==> src/sv/gwd_ram.sv <==
module gwd_ram #(
  parameter int WIDTH = 32,
  parameter int DEPTH = 64
) (
  input  logic                                   clk_i,
  input  logic                                   we_i,
  input  logic [((DEPTH > 1) ? $clog2(DEPTH) : 1)-1:0] waddr_i,
  input  logic [WIDTH-1:0]                       wdata_i,
  input  logic [((DEPTH > 1) ? $clog2(DEPTH) : 1)-1:0] raddr_i,
  output logic [WIDTH-1:0]                       rdata_o
);

  logic [WIDTH-1:0] mem [DEPTH];

  always_ff @(posedge clk_i) begin
    if (we_i) begin
      mem[waddr_i] <= wdata_i;
    end
    rdata_o <= mem[raddr_i];
  end

endmodule

==> config.mk <==
export PLATFORM = sky130hd
export DESIGN_NAME = gwd_ram
export DESIGN_NICKNAME = d
export VERILOG_FILES = /design/src/sv/gwd_ram.sv
export SDC_FILE = /design/constraint.sdc
export NUM_CORES = 2
export LEC_CHECK = 0
export BUFFER_PORTS_ARGS = -buffer_cell sky130_fd_sc_hd__buf_2
export CORE_MARGIN = 10
export CORE_UTILIZATION = 35
export CTS_CLUSTER_SIZE = 8
export DETAILED_ROUTE_END_ITERATION = 8
export MAX_ROUTING_LAYER = met4
export PLACE_DENSITY_LB_ADDON = 0.15
export SLEW_MARGIN = 20
export SYNTH_ARGS = -nofsm -noshare
export SYNTH_HDL_FRONTEND = slang
export SYNTH_SLANG_ARGS = --single-unit
export TNS_END_PERCENT = 5
==> constraint.sdc <==
create_clock -name clk_i -period 3.32 [get_ports clk_i]
set_input_delay 0.166 -clock clk_i [delete_from_list [all_inputs] [get_ports clk_i]]
set_output_delay 0.166 -clock clk_i [all_outputs]
set_load 0.03 [all_outputs]
==> results.yml <==
outcome:
  status: "finished, final reports clean"
floorplanning:
  die-width_um: 494
  ios: 78
  die_area_um2: 244000
  rows: 173
  core_area_um2: 223000
  fp.dieH_um: 494
  initial_core_util_pct: 35.3
detailed_routing:
  drtIter0Drc: 3403
  via_per_inst: 5.42
  ant_nets: 0
  firstDrtPassIters: 7
  route.detailed.drc: 0
  vias: 37530
  wirelength_um: 226000
  wl_per_cell_um: 32.6
sta:
  rsz0062_at_grt: "no"
  setup_violations: 0
  finalCriticalPeriod_ps: 2460
  hold_viol: 0
  min_period_over_period_pct: 74.1
  fmax_mhz: 406
  finClkSkew_ps: 45.2
  tightest_slew_ps: 1020
  maxSlewHeadroom_pct: 32.0
  slew_violations: 0
  setup_tns_ps: 0
logic_synthesis:
  synth-seq-cells: 2080
  syn-cell-area_um2: 78500
  synth_nets: 3370
  synth_cell_types: 34
  syn_inst: 3324
  yosysWarnings: 0
  syn_area_per_cell_um2: 23.6
  ys_seq_area_share_pct: 79.1
placed_design:
  port_buffers: 77
  post-dp-hpwl_um: 125000
  gp_congestion: 0.734
  dpl_cell_area_um2: 85100
  place_inst: 6437
job:
  maxCapViolCount: 0
setup_path:
  ff2ff_path_depth: 4
  start_kind: "input pin"
  cp.required_ps: 4060
  worstReg2RegStart: "mem[43][0]"
  worstSetupEndpointType: "register"
  cp_data_arrival_time_ps: 3200
  cp_max_fo: 26
  crit_type: "in2reg"
  r2r_end: "rdata_o[0]"
  r2r_slack_ps: 980
power:
  power_leakage_nw: 29.4
  ir_worst_vdd_mv: 0.539
  p_per_area_nw_per_um2: 639
global_routing:
  grt_overflow: 0
  track_usage_pct: 18.9
  grt_pass1_vias: 39200
  antenna_found_initial: 13
  grt_pass1_wl_um: 315000
  grt_max_degree: 65
hold_path:
  hold_depth: 4
  hp-start: "we_i"
  hold_end: "mem[25][8]"
  hold_path.class: "in2reg"
finish:
  design_area_um2: 94000
  nNetsFinal: 3858
  stdcell_count: 6925
  synthToLayoutAreaGrowth_pct: 19.7
  final_util_pct: 42.2
  post_route_cells_drive_above_1_share_pct: 31.9
cts:
  clk_path_buf_depth: 4
  h-tree-depth: 5
  clk_latency_ps: 920
  cts_tree: "built"
  root_buffer: "clkbuf_16"
  path_clk_slew_ps: 50
  clkSinkCount: 2080
  cts_setup_buffers: 0
  numCtsBuffers: 310
  cts_resized: 0
state kept, by name, indices dropped and copies added, names as in the netlist:
register,cells
mem,2048
rdata_o,32
per-stage QoR:
step / hold slack [ps] / power, mW / setup slack [ps]
5_1_grt: 82.9 / 62.1 / 834
4_1_cts: 1.34 / 60.9 / 897
6_report: 106 / 60.1 / 859
3_3_place_gp: 609 / 32.7 / -64.3
3_5_place_dp: 621 / 32.7 / -69.6
2_1_floorplan: 265 / 31.2 / 0.969
Yosys cell counts:
master	instances	area [µm²]
nand4b_1	1	8.76
nand3b_1	5	37.5
or3b_1	2	17.5
mux2i_1	93	931
nor2_1	137	514
buf_4	25	188
and3_1	4	25.0
or3b_2	3	26.3
or2_0	1	6.26
a22oi_1	12	90.1
dfxtp_1	32	641
or3_1	3	18.8
o221ai_1	27	236
a311oi_1	8	70.1
buf_2	57	285
nor2b_1	15	93.8
o22ai_1	84	526
buf_1	21	78.8
and2_1	2	12.5
clkbuf_1	74	278
a21oi_1	62	310
nand2b_1	8	50.1
nand4_1	2	12.5
mux4_2	544	12300
or2_1	1	6.26
nand3_1	5	25.0
edfxtp_1	2048	61500
o32ai_1	4	35.0
a41o_1	4	40.0
nor3_1	7	35.0
or2_2	1	6.26
buf_6	5	56.3
nand2_1	26	97.6
a31oi_1	1	6.26
logic make-up (layout without fill, tap and decap cells):
| logic type | Yosys count | count (layout) | synth area share, % |
|---|---|---|---|
| buf+inv | 182 | 802 | 1.13 |
| flops | 2080 | 2080 | 79.1 |
| other cells | 0 | 6 | 0 |
| compound gates | 202 | 202 | 1.67 |
| simple gates | 223 | 223 | 1.27 |
| mux | 637 | 637 | 16.8 |
power by group:
group / internal [mW] / total [mW] / switching [mW]
clock network: 17.2 / 27.9 / 10.7
registers: 29.1 / 29.3 / 0.163
logic: 1.11 / 2.91 / 1.80
how the worst max path moves through the flow:
| stage | slack (ps) | to | from |
|---|---|---|---|
| floorplan | 1 | mem[49][0] | waddr_i[3] |
| global placement | -60 | rdata_o[0] | raddr_i[0] |
| detailed placement | -70 | rdata_o[0] | raddr_i[0] |
| CTS | 900 | rdata_o[0] | raddr_i[0] |
| global route | 830 | rdata_o[0] | raddr_i[0] |
| finish | 860 | rdata_o[0] | raddr_i[0] |
per-layer routing:
layer  vias up  part of all wire, %  global-route usage, %
met5         -                    0                      -
met4         0                  2.8                   5.47
met3       324                  5.8                   3.65
met2      1183                   48                   29.3
met1     20778                   43                   25.5
li1      15245                    -                      -
repair_timing:
| action | CTS | global route |
|---|---|---|
| hold endpoints to repair | 770 | 627 |
| hold buffers | 28 | 10 |
| endpoints found under the setup margin | 0 | 0 |
critical path, cell delays in order:
cell,delay [ps]
buf_8,260
buf_12,310
buf_4,260
buf_12,250
mux4_2,540
mux4_2,460
o22ai_1,680
nor2_1,140
cell usage in the layout (no fill, tap or decap), types with 62 or more instances in the layout:
cell type	synthesis	final
nor2_4	0	62
clkbuf_16	0	316
mux2i_1	93	93
o22ai_1	84	84
mux4_2	544	544
nor2_1	137	75
a21oi_1	62	62
edfxtp_1	2048	2048
clkbuf_1	74	121
buf_4	25	177
buf_12	0	83
final cells by class:
| type | instances | area (µm²) |
|---|---|---|
| Clock buffer | 438 | 8380 |
| Timing Repair Buffer | 358 | 3710 |
| Fill cell | 19099 | 129000 |
| Clock inverter | 6 | 81.3 |
| Tap cell | 2975 | 3720 |
| Multi-Input combinational cell | 1062 | 16000 |
| Sequential cell | 2080 | 62100 |
| Antenna cell | 6 | 15.0 |
Note: power is estimated with default switching activity, not from simulation.
