## src/sv/gwd_pkg.sv

```systemverilog
package gwd_pkg;

  localparam int VSUM_W = 56;
  localparam int WSUM_W = 40;
  localparam int TERM_W = 48;
  localparam int SCALE_W = 24;
  localparam int DIV_STEPS = 72;
  localparam int SQRT_STEPS = 24;
  localparam int ITEM_W = 72;
  localparam int GSUM_W = VSUM_W + WSUM_W;
  localparam int PADDR_W = 3;

  localparam logic [31:0] ONE_Q16 = 32'h0001_0000;

  localparam logic [PADDR_W-1:0] ADDR_MODE = 3'd0;
  localparam logic [PADDR_W-1:0] ADDR_GROUP_COUNT = 3'd4;

  localparam logic [1:0] MODE_PLAIN = 2'd0;
  localparam logic [1:0] MODE_SQRT_W = 2'd2;

  localparam logic [1:0] MODE_RESET = MODE_PLAIN;
  localparam logic [6:0] GROUP_COUNT_RESET = 7'd64;

  typedef enum logic [1:0] {
    ST_OK        = 2'd0,
    ST_BAD_GROUP = 2'd1,
    ST_ZERO_WSUM = 2'd2,
    ST_SATURATED = 2'd3
  } status_e;

  typedef enum logic [3:0] {
    S_LOAD,
    S_DRAIN,
    S_RD_ITEM,
    S_RD_GRP,
    S_CHECK,
    S_DIV,
    S_MUL_LO,
    S_MUL_HI,
    S_EMIT
  } state_e;

  typedef struct packed {
    logic                     start;
    logic signed [VSUM_W-1:0] vsum;
    logic [WSUM_W-1:0]        wsum;
    logic [31:0]              weight;
  } arith_req_t;

  typedef struct packed {
    logic                done;
    logic [63:0]         mean;
    logic [SCALE_W-1:0]  scale;
  } arith_rsp_t;

endpackage

```

## src/sv/gwd_arith.sv

```systemverilog
module gwd_arith (
  input  logic                clk_i,
  input  logic                rst_ni,
  input  gwd_pkg::arith_req_t req_i,
  output gwd_pkg::arith_rsp_t rsp_o
);
  import gwd_pkg::*;

  logic                    busy_q, busy_d;
  logic                    done_q, done_d;
  logic [6:0]              cnt_q, cnt_d;
  logic                    neg_q, neg_d;
  logic [DIV_STEPS-1:0]    dvd_q, dvd_d;
  logic [WSUM_W-1:0]       dvs_q, dvs_d;
  logic [WSUM_W-1:0]       rem_q, rem_d;
  logic [63:0]             quo_q, quo_d;
  logic [47:0]             rad_q, rad_d;
  logic [26:0]             srem_q, srem_d;
  logic [SCALE_W-1:0]      root_q, root_d;

  logic [VSUM_W-1:0]       mag;
  logic [WSUM_W:0]         r2;
  logic [26:0]             s2;
  logic [26:0]             trial;

  assign mag = req_i.vsum[VSUM_W-1] ? VSUM_W'(-req_i.vsum) : VSUM_W'(req_i.vsum);
  assign r2 = {rem_q, dvd_q[DIV_STEPS-1]};
  assign s2 = {srem_q[24:0], rad_q[47:46]};
  assign trial = {1'b0, root_q, 2'b01};

  always_comb begin
    busy_d = busy_q;
    done_d = 1'b0;
    cnt_d = cnt_q;
    neg_d = neg_q;
    dvd_d = dvd_q;
    dvs_d = dvs_q;
    rem_d = rem_q;
    quo_d = quo_q;
    rad_d = rad_q;
    srem_d = srem_q;
    root_d = root_q;
    if (req_i.start) begin
      busy_d = 1'b1;
      cnt_d = 7'(DIV_STEPS);
      neg_d = req_i.vsum[VSUM_W-1];
      dvd_d = {mag, 16'b0};
      dvs_d = req_i.wsum;
      rem_d = '0;
      quo_d = '0;
      rad_d = {req_i.weight, 16'b0};
      srem_d = '0;
      root_d = '0;
    end else if (busy_q) begin
      dvd_d = {dvd_q[DIV_STEPS-2:0], 1'b0};
      if (r2 >= {1'b0, dvs_q}) begin
        rem_d = WSUM_W'(r2 - {1'b0, dvs_q});
        quo_d = {quo_q[62:0], 1'b1};
      end else begin
        rem_d = r2[WSUM_W-1:0];
        quo_d = {quo_q[62:0], 1'b0};
      end
      if (cnt_q > 7'(DIV_STEPS - SQRT_STEPS)) begin
        rad_d = {rad_q[45:0], 2'b00};
        if (s2 >= trial) begin
          srem_d = s2 - trial;
          root_d = {root_q[SCALE_W-2:0], 1'b1};
        end else begin
          srem_d = s2;
          root_d = {root_q[SCALE_W-2:0], 1'b0};
        end
      end
      cnt_d = cnt_q - 7'd1;
      if (cnt_q == 7'd1) begin
        busy_d = 1'b0;
        done_d = 1'b1;
      end
    end
  end

  always_ff @(posedge clk_i or negedge rst_ni) begin
    if (!rst_ni) begin
      busy_q <= 1'b0;
      done_q <= 1'b0;
      cnt_q <= '0;
    end else begin
      busy_q <= busy_d;
      done_q <= done_d;
      cnt_q <= cnt_d;
    end
  end

  always_ff @(posedge clk_i) begin
    neg_q <= neg_d;
    dvd_q <= dvd_d;
    dvs_q <= dvs_d;
    rem_q <= rem_d;
    quo_q <= quo_d;
    rad_q <= rad_d;
    srem_q <= srem_d;
    root_q <= root_d;
  end

  assign rsp_o.done = done_q;
  assign rsp_o.mean = neg_q ? -quo_q : quo_q;
  assign rsp_o.scale = root_q;

  done_after_busy: assert property (@(posedge clk_i) disable iff (!rst_ni)
    done_q |-> $past(busy_q)) else $error("divider finished without running");
  start_idle: assert property (@(posedge clk_i) disable iff (!rst_ni)
    req_i.start |-> !busy_q) else $error("divider restarted while busy");
  count_ends: assert property (@(posedge clk_i) disable iff (!rst_ni)
    busy_q && cnt_q == 7'd1 && !req_i.start |=> done_q && !busy_q)
    else $error("divider did not finish");

endmodule

```

## config.mk

```make
export PLATFORM = sky130hd
export DESIGN_NAME = gwd_arith
export DESIGN_NICKNAME = d
export VERILOG_FILES = /design/src/sv/gwd_pkg.sv /design/src/sv/gwd_arith.sv
export SDC_FILE = /design/constraint.sdc
export NUM_CORES = 1
export LEC_CHECK = 0
export BUFFER_PORTS_ARGS = -buffer_cell sky130_fd_sc_hd__buf_2
export CORE_MARGIN = 3
export CORE_UTILIZATION = 59
export CTS_CLUSTER_DIAMETER = 60
export CTS_CLUSTER_SIZE = 25
export DETAILED_ROUTE_END_ITERATION = 6
export PLACE_DENSITY = 0.81
export REMOVE_ABC_BUFFERS = 1
export SLEW_MARGIN = 20
export SYNTH_ARGS = -nofsm -noshare
export SYNTH_HDL_FRONTEND = slang
export SYNTH_SLANG_ARGS = --single-unit
```

## constraint.sdc

```tcl
create_clock -name clk_i -period 4.39 [get_ports clk_i]
set_input_delay 1.0975 -clock clk_i [delete_from_list [all_inputs] [get_ports clk_i]]
set_output_delay 1.0975 -clock clk_i [all_outputs]
set_load 0.02 [all_outputs]
```

==> impl_metrics.env <==
export IMPL_hold_viol=0
export IMPL_final_cell_mix="nor2_1, buf_2, a21oi_1"
export IMPL_drt_pass1_iterations=5
export IMPL_postSynthAreaPerCell_sq_um=9.150
export IMPL_tns_ns=-1.499
export IMPL_drive_above_1_share=0.1921
export IMPL_syn_inst=1909
export IMPL_power_density_nw_per_um2=581.8
export IMPL_drt_antenna_violating_nets=0
export IMPL_grt_pass1_vias=13923
export IMPL_num_rows=62
export IMPL_die_h_um=178.1
export IMPL_ys_ff_latch=291
export IMPL_drv_cap=0
export IMPL_crit_path_end_kind="output pin"
export IMPL_post_route_min_period_ns=4.655
export IMPL_cts_tree="built"
export IMPL_fin_skew_ns=0.02775
export IMPL_drt_initial_drc_count=1056
export IMPL_critPathMaxFanout=7
export IMPL_synth_edf_count=129
export IMPL_insertion_delay_ns=0.58
export IMPL_status="finished, violations left"
export IMPL_hp_class="in -> async"
export IMPL_io_pins=220
export IMPL_yosys_warnings=0
export IMPL_rsz0062_at_grt="yes"
export IMPL_p_leak_nw=8.934
export IMPL_place_gp_congestion=0.9163
export IMPL_final_cells=2503
export IMPL_viasPerCell=5.854
export IMPL_dpl_hpwl_um=28470
export IMPL_finalCritPeriodShare=1.060
export IMPL_fin_util=0.6966
export IMPL_antenna_found_initial=8
export IMPL_root_buffer="clkbuf_16"
export IMPL_synthToLayoutAreaGrowth_pct=15.40
export IMPL_cts_hold_buf=0
export IMPL_nNetsFinal=2295
export IMPL_timing_slew_headroom=0.3380
export IMPL_peakVddDrop_uv=458.0
export IMPL_portBuffers=219
export IMPL_grt_overflow=0
export IMPL_n_fill_cell=2278
export IMPL_required_ns=3.29
export IMPL_grt_usage=0.2502
export IMPL_hold_slack_ns=0.3673
export IMPL_wl_per_cell_um=16.36
export IMPL_report_power_total_mw=11.73
export IMPL_placement_cell_area_sq_um=18830
export IMPL_cts_clk_slew_worst_paths_ns=0.09
export IMPL_dp_slack_ns=0.03461
export IMPL_drc=0
export IMPL_violations="negative setup slack"
export IMPL_slew_viol_final=0
export IMPL_die_w_um=178.1
export IMPL_clock_fmax_mhz=214.8
export IMPL_dp_cells=2428
export IMPL_vias=14653
export IMPL_worstMarginPinSlew_ns=0.9930
export IMPL_grt_max_degree=165
export IMPL_ys_flop_type="dfxtp_1"
export IMPL_core_sq_um=28940
export IMPL_crit_type="reg -> out"
export IMPL_stdcell_area_sq_um=20160
export IMPL_final_setup_worst_slack_ns=-0.2651
export IMPL_final_common_cell="nor2_1"
export IMPL_finalSetupViolCount=12
export IMPL_numCtsBuffers=29
export IMPL_routed_wl_um=40960
export IMPL_grt_pass1_wl_um=66730
export IMPL_cts_path_max_buffers=3
export IMPL_worstPathArrival_ns=3.56
export IMPL_cp_start_kind="flip-flop"
export IMPL_synthArstFlopShare=0.03093
export IMPL_yosysSeqAreaShare=0.4100
export IMPL_die_area_sq_um=31710
export IMPL_start_util=0.6036
export IMPL_synth_area_sq_um=17470
export IMPL_synth_cell_types=81
export IMPL_htree_levels=1
export IMPL_clkSinkCount=291
==> flip-flops by register name, summed over array words and instances (netlist names) <==
signal / cells
quo_q: 64
dvd_q: 56
dvs_q: 40
rem_q: 40
rad_q: 32
srem_q: 25
root_q: 24
cnt_q: 7
busy_q: 1
done_q: 1
neg_q: 1
==> cell families (layout without fill, tap and decap cells) <==
family | after synthesis | in the layout | share of synthesized area
muxes | 144 | 144 | 0.08503
buffers and inverters | 196 | 401 | 0.04284
adders and majority gates | 72 | 72 | 0.05201
AOI/OAI and AO/OA | 485 | 485 | 0.1734
DFF | 291 | 291 | 0.4100
xor gates and xnor gates | 171 | 171 | 0.08574
and+or+nand+nor | 550 | 550 | 0.1509
other | 0 | 5 | 0
==> area by class of cell <==
type / instances / area (sq um) / area share
repair buffers: 254 / 1430 / 0.07095
well taps: 384 / 480.5 / 0.02384
inverters: 94 / 352.8 / 0.01750
multi-input cells: 1422 / 9678 / 0.4801
diodes: 5 / 12.51 / 0.0006207
flip-flops and latches: 291 / 7184 / 0.3564
clock buffers: 30 / 729.5 / 0.03619
clock inverters: 23 / 289.0 / 0.01434
==> critical path, stage by stage (launching register included) <==
cell	delay, ns
dfxtp_1	0.39
or4_2	0.78
nor2_2	0.20
and3_4	0.23
nand4_1	0.13
or3_4	0.37
or3_4	0.37
buf_4	0.15
nand2_2	0.07
xnor2_2	0.12
buf_4	0.16
==> worst paths after layout <==
check,cells past startpoint,start,end,slack [ns]
setup reg to reg,13,dvs_q[4],rem_q[23],0.76
max in group asynchronous,1,rst_ni,busy_q,3.81
setup / recovery,10,quo_q[20],rsp_o[83],-0.27
min in group clk_i,2,srem_q[0],srem_q[0],0.48
hold reg to reg,2,srem_q[0],srem_q[0],0.48
hold / removal,1,rst_ni,done_q,0.37
==> report_power, final <==
part	leakage, nW	internal, mW	total, mW	switching (mW)
combinational	5.77	2.45	5.55	3.11
clock	0.490	1.32	2.62	1.30
sequential	2.67	3.28	3.55	0.271
==> Yosys cell counts (11+ instances only) <==
cell      instances  area, sq um
nand4_1          17        106.4
ha_1             71        888.4
xor2_1           73        639.4
a31oi_1          12        75.07
edfxtp_1        129         3874
o21bai_1         12        90.09
or4_1            11        82.58
nor3_1           22        110.1
buf_1            12        45.04
or3_1            11        68.82
o31ai_1          37        277.8
clkbuf_1         84        315.3
nor2_1          208        780.8
a211oi_1         36        270.3
nand3_1          24        120.1
dfxtp_1         153         3063
mux2i_1         109         1091
a21oi_1         168        840.8
mux2_2           35        394.1
o21ai_0         105        525.5
xnor2_1          98        858.3
o41ai_1          16        140.1
a21o_1           30        225.2
nand2_1         160        600.6
o21a_1           14        105.1
inv_1            94        352.8
==> layer usage <==
metal / global-route usage / vias up / part of all wire
met2: 0.4252 / 409 / 0.49
met3: 0.04576 / 84 / 0.053
li1: - / 7243 / -
met1: 0.3256 / 6909 / 0.43
met5: 0 / - / 0.0014
met4: 0.07461 / 8 / 0.028
==> timing repair <==
action                                  CTS  global route
cloned                                    0             0
resized for setup                        16            31
endpoints found under the setup margin   18            21
endpoints found under the hold margin     0             0
setup buffers                            11             7
pin swaps                                 5            12
Note: power is estimated with default switching activity, not from simulation.
